--- src/hw/rtl/sadc_ram.sv ---
// Generic single-write, single-read RAM with registered read data.
`default_nettype none
module sadc_ram #(
  parameter int unsigned WIDTH = 8,
  parameter int unsigned DEPTH = 16,
  localparam int unsigned AW = (DEPTH > 1) ? $clog2(DEPTH) : 1
) (
  input  wire logic             clk_i,
  input  wire logic             we_i,
  input  wire logic [AW-1:0]    waddr_i,
  input  wire logic [WIDTH-1:0] wdata_i,
  input  wire logic             re_i,
  input  wire logic [AW-1:0]    raddr_i,
  output logic      [WIDTH-1:0] rdata_o
);

  logic [WIDTH-1:0] mem_q [DEPTH];

  always_ff @(posedge clk_i) begin
    if (we_i) begin
      mem_q[waddr_i] <= wdata_i;
    end
    if (re_i) begin
      rdata_o <= mem_q[raddr_i];
    end
  end

endmodule
`default_nettype wire

--- config.mk ---
export PLATFORM = sky130hd
export DESIGN_NAME = sadc_ram
export DESIGN_NICKNAME = d
export VERILOG_FILES = /design/src/hw/rtl/sadc_ram.sv
export SDC_FILE = /design/constraint.sdc
export NUM_CORES = 1
export LEC_CHECK = 0
export BUFFER_PORTS_ARGS = -buffer_cell sky130_fd_sc_hd__buf_2
export CORE_UTILIZATION = 55
export DETAILED_ROUTE_END_ITERATION = 10
export GPL_TIMING_DRIVEN = 0
export PLACE_DENSITY = 0.73
export SYNTH_ARGS = -nofsm -noshare
export SYNTH_HDL_FRONTEND = slang
export SYNTH_SLANG_ARGS = --single-unit
--- constraint.sdc ---
create_clock -name clk_i -period 4.8 [get_ports clk_i]
set_input_delay 0.24 -clock clk_i [delete_from_list [all_inputs] [get_ports clk_i]]
set_output_delay 0.24 -clock clk_i [all_outputs]
set_load 0.01 [all_outputs]
* After elaboration in Yosys (flattened, before gate mapping)
Memory sizes are Yosys's and may differ from the RTL's. A register that Yosys moved wholly into a read port is not among the register bits.
Cells that the tools add are included.
** Word-level totals
- Flip-flop bits (word level) :: 0
- Bits in writable memories :: 128
- Input bits :: 19
- Output and inout bits :: 8
- Logic and storage cells :: 3
- Memories kept :: 1
** Memory list
- mem_q :: words 16, bits a word 8, read ports 1, clocked after memory_dff 1, write ports 1, RTL line 17 : logic [WIDTH-1:0] mem_q [DEPTH];
** Cells by class
- Multiplexer cells :: 2
** Operators by type and width (number)
- $mux 1 :: 2

* Depth between registers and ports, before layout
Gate-level depths: netlist of the first run.
- Depth in word-level cells :: 2
- Depth in mapped cells :: 5

* Worst setup path after synthesis of the first run
OpenSTA, ideal clock, no wires.
- Path kind :: input -> register
- From :: input waddr_i[2]
- To :: memory mem_q[0][0], enable pin
- Arrival time :: 1.350 ns
- Path slack :: 3.067 ns
- Stages :: 2
- Cell sequence :: or3b_2 nor3_1
** RTL lines
- start: declaration :: RTL line 10 : input wire logic [AW-1:0] waddr_i,
- end: declaration :: RTL line 17
No word-level cell before the write port.

* Worst setup path after layout of the first run
- From :: input waddr_i[2]
- To :: memory mem_q[0][0], enable pin
No word-level cell before the write port.

==> impl_metrics.csv, run 1 <==
group,metric,value,unit
run_status,outcome,"finished, final reports clean",
floorplanning,fp.dieH,99.49,um
hold_path,hold_path.class,"in2reg",
detailed_routing,wl_per_cell,23.59,um
cts,insertion_delay,520,ps
synth,synth-simple-area-share,3.135,%
finish,layout_common_cells,"136 x edfxtp_1, 28 x buf_2, 18 x mux4_2",
finish,nFillCells,590,
detailed_routing,vias,2456,
floorplanning,io_pins,27,
synth,synth-compound-area-share,2.298,%
run,drv_cap,0,
floorplanning,start_util,56.57,%
cts,clockBufferDepth,2,
grt,grt_overflow_total,0,
synth,ys_ff_latch,136,
pwr,vdd_drop_max,0.2918,mV
timing,slew_violations,0,
detailed_routing,drt_wl_total,9815,um
timing,fin_crit_sh,34.56,%
worst_setup_path,path_class,"in2reg",
worst_setup_path,slowest_delay,680,ps
synth,syn-mean-instance-area,22.83,um^2
cts,cts.clk_slew.worst_paths,60,ps
grt,track_usage,22.15,%
placement,gp_congestion,0.7467,
finish,multi_input_area,0.001057,mm^2
worst_setup_path,path_cells,"buf_2 -> or3b_2 -> nor3_1 -> clkbuf_2",
synth,syn_area,0.005228,mm^2
synth,synth_xor_area_share,0,%
worst_setup_path,crit_arrival,1880,ps
synth,ys_types,18,
worst_setup_path,start_kind,"input port",
finish,final_cells,416,
floorplanning,die_area,0.009898,mm^2
synth,synth_top_family_by_area,"multiplexers",
detailed_routing,first_pass_iters,4,
placement,numPortBuffers,25,
finish,syn_to_final_growth,16.47,%
cts,ctsHoldBuffers,0,
timing,max_freq,602.8,MHz
cts,cts_setup_buffers,0,
cts,cts-buffers-inserted,17,
placement,pre_cts_slack,2409,ps
timing,finalSetupTns,0,ps
synth,synth_cells,229,
cts,htree_levels,4,
finish,regArea,0.004084,mm^2
worst_setup_path,crit_fanout,5,
timing,fin_crit,1659,ps
worst_setup_path,endpoint_kind,"flip-flop",
detailed_routing,vias_per_cell,5.904,
synth,synth-seq-area-share,78.12,%
grt,grt_pass1_vias,2461,
worst_setup_path,critPathBufInv,2,
timing,timing.hold.ws,56.28,ps
placement,place_hpwl,5872,um
timing,tightest_slew,1320,ps
placement,dp_cells,383,
grt,grt_first_pass_wirelength,14670,um
grt,antenna_found_initial,0,
detailed_routing,ant_nets,0,
finish,final_common_cell,"edfxtp_1",
placement,placed_cell_area,0.005514,mm^2
synth,yosys-mux-area-fraction,14.79,%
timing,rsz0062_at_grt,"no",
cts,cts_resized,0,
finish,finalInstanceArea,0.006088,mm^2
worst_setup_path,r2r_setup_slack,3240,ps
timing,relSlewSlack,11.33,%
grt,grt_start_max_net_pins,17,
timing,finalSetupViolations,0,
cts,cts-root-buf,"clkbuf_8",
timing,clock_skew,7.613,ps
pwr,leakage,2.024,nW
timing,worst_slack,3141,ps
floorplanning,num_rows,35,
synth,yosysWarnings,0,
floorplanning,die_w,99.49,um
pwr,power_per_cell_area,443.8,mW/mm^2
cts,cts.sinks,136,
floorplanning,core-area,0.009240,mm^2
worst_setup_path,slowest_stage,"nor3_1",
worst_setup_path,crit_family,"simple AND/OR/NAND/NOR gates",
timing,hold_viol_final,0,
synth,syn-num-nets,248,
worst_setup_path,worst_ep_required_time,5020,ps
finish,diodes,0,
synth,synthAdderAreaFrac,0,%
detailed_routing,drtIter0Drc,245,
cts,tritoncts,"done",
finish,layout-drive-gt1-share,29.62,%
detailed_routing,drc,0,
finish,fin_nets,293,
-- per-layer routing --
layer / global-route usage [%] / routed length (um)
met5: 0 / 0
met4: 10.52 / 116
met3: 5.762 / 728
met2: 33.55 / 4866
met1: 30.63 / 4105
-- per-stage QoR --
step                utilization (%)  total power [mW]
global route                  65.89             2.768
CTS                           65.84             2.714
finish                        65.89             2.702
floorplan                         -             1.438
global placement              59.68             1.489
detailed placement            59.68             1.495
-- path summary, 6_finish.rpt --
kind | from | end | cells past startpoint
setup / recovery | waddr_i[2] | mem_q[0][0] | 4
hold / removal | re_i | rdata_o[3] | 1
setup reg to reg | mem_q[5][0] | rdata_o[0] | 3
hold reg to reg | mem_q[11][2] | rdata_o[2] | 3
-- kinds of logic (layout without fill, tap and decap cells) --
group / Yosys count / in the layout
and+or+nand+nor: 35 / 35
DFF: 136 / 136
buffers and inverters: 10 / 68
muxes: 32 / 32
AOI/OAI and AO/OA: 16 / 16
-- cell type report --
| type | instances | share of cell area (%) |
|---|---|---|
| plain buffers | 10 | 1.418 |
| flip-flops and latches | 136 | 67.08 |
| clock inverters | 14 | 2.487 |
| multi-input cells | 83 | 17.37 |
| clock buffers | 18 | 6.864 |
| well taps | 129 | 2.651 |
| repair buffers | 26 | 2.137 |
-- cell usage after synthesis --
cell type        instances  area share (%)
edfxtp_1               136              78
mux4_2                  18             7.8
a22oi_1                 16             2.3
mux4_1                  14             7.0
nor2_1                  13            0.93
nand2_1                  9            0.65
nor3_1                   4            0.38
buf_2                    3            0.29
buf_6                    3            0.65
clkdlybuf4s25_2          3            0.57
nand2b_1                 2            0.24
nand3b_1                 2            0.29
and2_1                   1            0.12
and2b_1                  1            0.14
buf_4                    1            0.14
nand3_1                  1           0.096
nor2b_1                  1            0.12
or3b_2                   1            0.17
-- sequential cells by signal, indices dropped and copies added (netlist names) --
register,count
mem_q,128
rdata_o,8
-- report_power, final --
part	internal [mW]	leakage, nW	switching, mW
sequential	1.34	1.24	0.00602
combinational	0.0516	0.522	0.0750
clock	0.741	0.265	0.490
total	2.13	2.02	0.571
Note: power is estimated with default switching activity, not from simulation.
==> run 2, diff against run 1 <==
- CORE_UTILIZATION: 55 -> 54
- PLACE_DENSITY: 0.73 -> 0.74
- clock period: 4.8 -> 1.5 ns (I/O delays scaled with it)
==> run 2 against run 1 <==
Power grew to 3.2 times the previous value. First-iteration DRC count is 4.5% higher. Cell area is 1.8% higher. Critical path depth is 1 lower. Clock-buffer cell count is 3 higher. Worst hold slack worse by 32 ps. Combinational power grew to 3.5 times the previous value. Critical endpoint is now rdata_o[1].
==> impl_metrics.csv, run 2 (synthesis gave the netlist of run 1 again) <==
group,metric,value,unit
worst_setup_path,path_class,"reg2reg",
timing,finalSetupViolations,0,
timing,rsz0062_at_grt,"no",
floorplanning,start_util,56.04,%
hold_path,hold_path.class,"in2reg",
cts,insertion_delay,510,ps
detailed_routing,drc,0,
pwr,power_frac_comb,5.1,%
finish,final_common_cell,"edfxtp_1",
cts,clockBufferDepth,2,
run,drv_cap,0,
placement,gp_congestion,0.7156,
pwr,power_per_cell_area,1397,mW/mm^2
timing,tightest_slew,1241,ps
worst_setup_path,start_kind,"flip-flop",
floorplanning,core-area,0.009328,mm^2
floorplanning,die_area,0.01008,mm^2
finish,largest_reg_flops,128,
worst_setup_path,slowest_delay,540,ps
timing,fin_crit,1486,ps
worst_setup_path,endpoint_kind,"flip-flop",
detailed_routing,ant_nets,0,
cts,htree_levels,4,
pwr,p_sw_share,19.53,%
worst_setup_path,slowest_stage,"mux4_1",
finish,regArea,0.004084,mm^2
placement,place_hpwl,6132,um
timing,max_freq,672.8,MHz
detailed_routing,vias_per_cell,5.918,
grt,grt_pass1_vias,2608,
grt,grt_overflow_total,0,
pwr,netSwitchingPower,1.691,mW
cts,cts.sinks,136,
pwr,leakage,2.053,nW
placement,numPortBuffers,25,
detailed_routing,vias,2515,
detailed_routing,first_pass_iters,6,
cts,cts.clk_slew.worst_paths,60,ps
detailed_routing,wl_per_cell,23.68,um
timing,relSlewSlack,16.64,%
finish,fin_util,66.47,%
cts,tritoncts,"done",
finish,regMostFlops,"mem_q",
floorplanning,num_rows,35,
worst_setup_path,critPathBufInv,0,
finish,fin_nets,302,
cts,cts-buffers-inserted,17,
placement,pre_cts_slack,-439.7,ps
finish,layout_common_cells,"136 x edfxtp_1, 28 x buf_2, 21 x mux4_2",
cts,cts-root-buf,"clkbuf_8",
pwr,p_int,6.971,mW
finish,layout-drive-gt1-share,30.41,%
grt,track_usage,22.81,%
timing,slew_violations,0,
grt,grt_first_pass_wirelength,15420,um
detailed_routing,drt_wl_total,10070,um
pwr,power_frac_clock,45.2,%
worst_setup_path,path_cells,"mux4_1 -> a22oi_1 -> nand2_1",
worst_setup_path,crit_family,"multiplexers",
timing,hold_viol_final,0,
grt,antenna_found_initial,0,
worst_setup_path,worst_ep_required_time,1760,ps
timing,worst_slack,13.65,ps
floorplanning,io_pins,27,
finish,multi_input_area,0.001086,mm^2
floorplanning,fp.dieH,100.4,um
run_status,outcome,"finished, final reports clean",
finish,syn_to_final_growth,18.60,%
timing,fin_crit_sh,99.09,%
timing,finalSetupTns,0,ps
pwr,vdd_drop_max,0.8925,mV
floorplanning,die_w,100.4,um
worst_setup_path,crit_arrival,1750,ps
finish,nFillCells,608,
grt,grt_start_max_net_pins,17,
timing,clock_skew,5.955,ps
pwr,p_total,8.662,mW
timing,timing.hold.ws,24.28,ps
worst_setup_path,crit_fanout,1,
detailed_routing,drtIter0Drc,256,
pwr,pwr-share-seq,49.7,%
finish,largest_registers,"mem_q x128, rdata_o x8",
finish,diodes,0,
## run 2: changes by cell type in the layout (fill, tap and decap cells not counted), moves of 2 or more
cell,previous run,this run
a22oi_1,16,9
a22oi_2,0,7
clkbuf_1,1,4
clkinv_1,1,4
clkinv_4,4,0
clkinvlp_4,4,2
dlygate4sd3_1,0,9
inv_6,2,0
mux4_1,14,11
mux4_2,18,21
## run 2: what timing repair did
item,CTS,global route
pin swaps,0,2
hold endpoints to repair,136,0
resized for setup,5,5
cloned,0,0
setup buffers,0,0
setup endpoints to repair,4,6
hold buffers,9,0
## run 2: layout make-up
class | instances | share of cell area (%)
Sequential cell | 136 | 65.87
Timing Repair Buffer | 35 | 3.592
Clock inverter | 11 | 2.099
Clock buffer | 21 | 6.922
Buffer | 10 | 1.393
Multi-Input combinational cell | 83 | 17.52
Tap cell | 129 | 2.603
## run 2: worst reg2reg max path: stages, from the launching register on
cell and delay, ps:
edfxtp_1 380, mux4_1 540, a22oi_1 240, nand2_1 80
## run 2: final timing paths
kind                             startpoint     endpoint  slack, ps  cells past startpoint
worst max-delay path            mem_q[7][1]   rdata_o[1]         10                      3
worst min-delay path             waddr_i[0]  mem_q[8][6]         20                      2
worst max register to register  mem_q[7][1]   rdata_o[1]         10                      3
worst min register to register  mem_q[8][2]   rdata_o[2]        780                      3
## run 2: power by group through the flow
stage	Combinational (mW)	Sequential, mW	Clock (mW)
2_1_floorplan	0.216	4.39	0
3_3_place_gp	0.394	4.37	0
3_5_place_dp	0.408	4.38	0
4_1_cts	0.437	4.30	3.95
5_1_grt	0.475	4.31	4.12
6_report	0.441	4.30	3.92
## run 2: metrics by stage
stage                     instance area, um^2  instances
final                                    6200        425
after global routing                     6200        425
after CTS                                6185        424
after detailed placement                 5519        383
after global placement                   5519        383
after floorplan                          5233        229
## run 2: metal layers
| layer | GRT usage [%] | wire [um] |
|---|---|---|
| met4 | 9.365 | 224 |
| met3 | 6.546 | 798 |
| met5 | 0 | 0 |
| met1 | 31.37 | 4049 |
| met2 | 34.88 | 4993 |
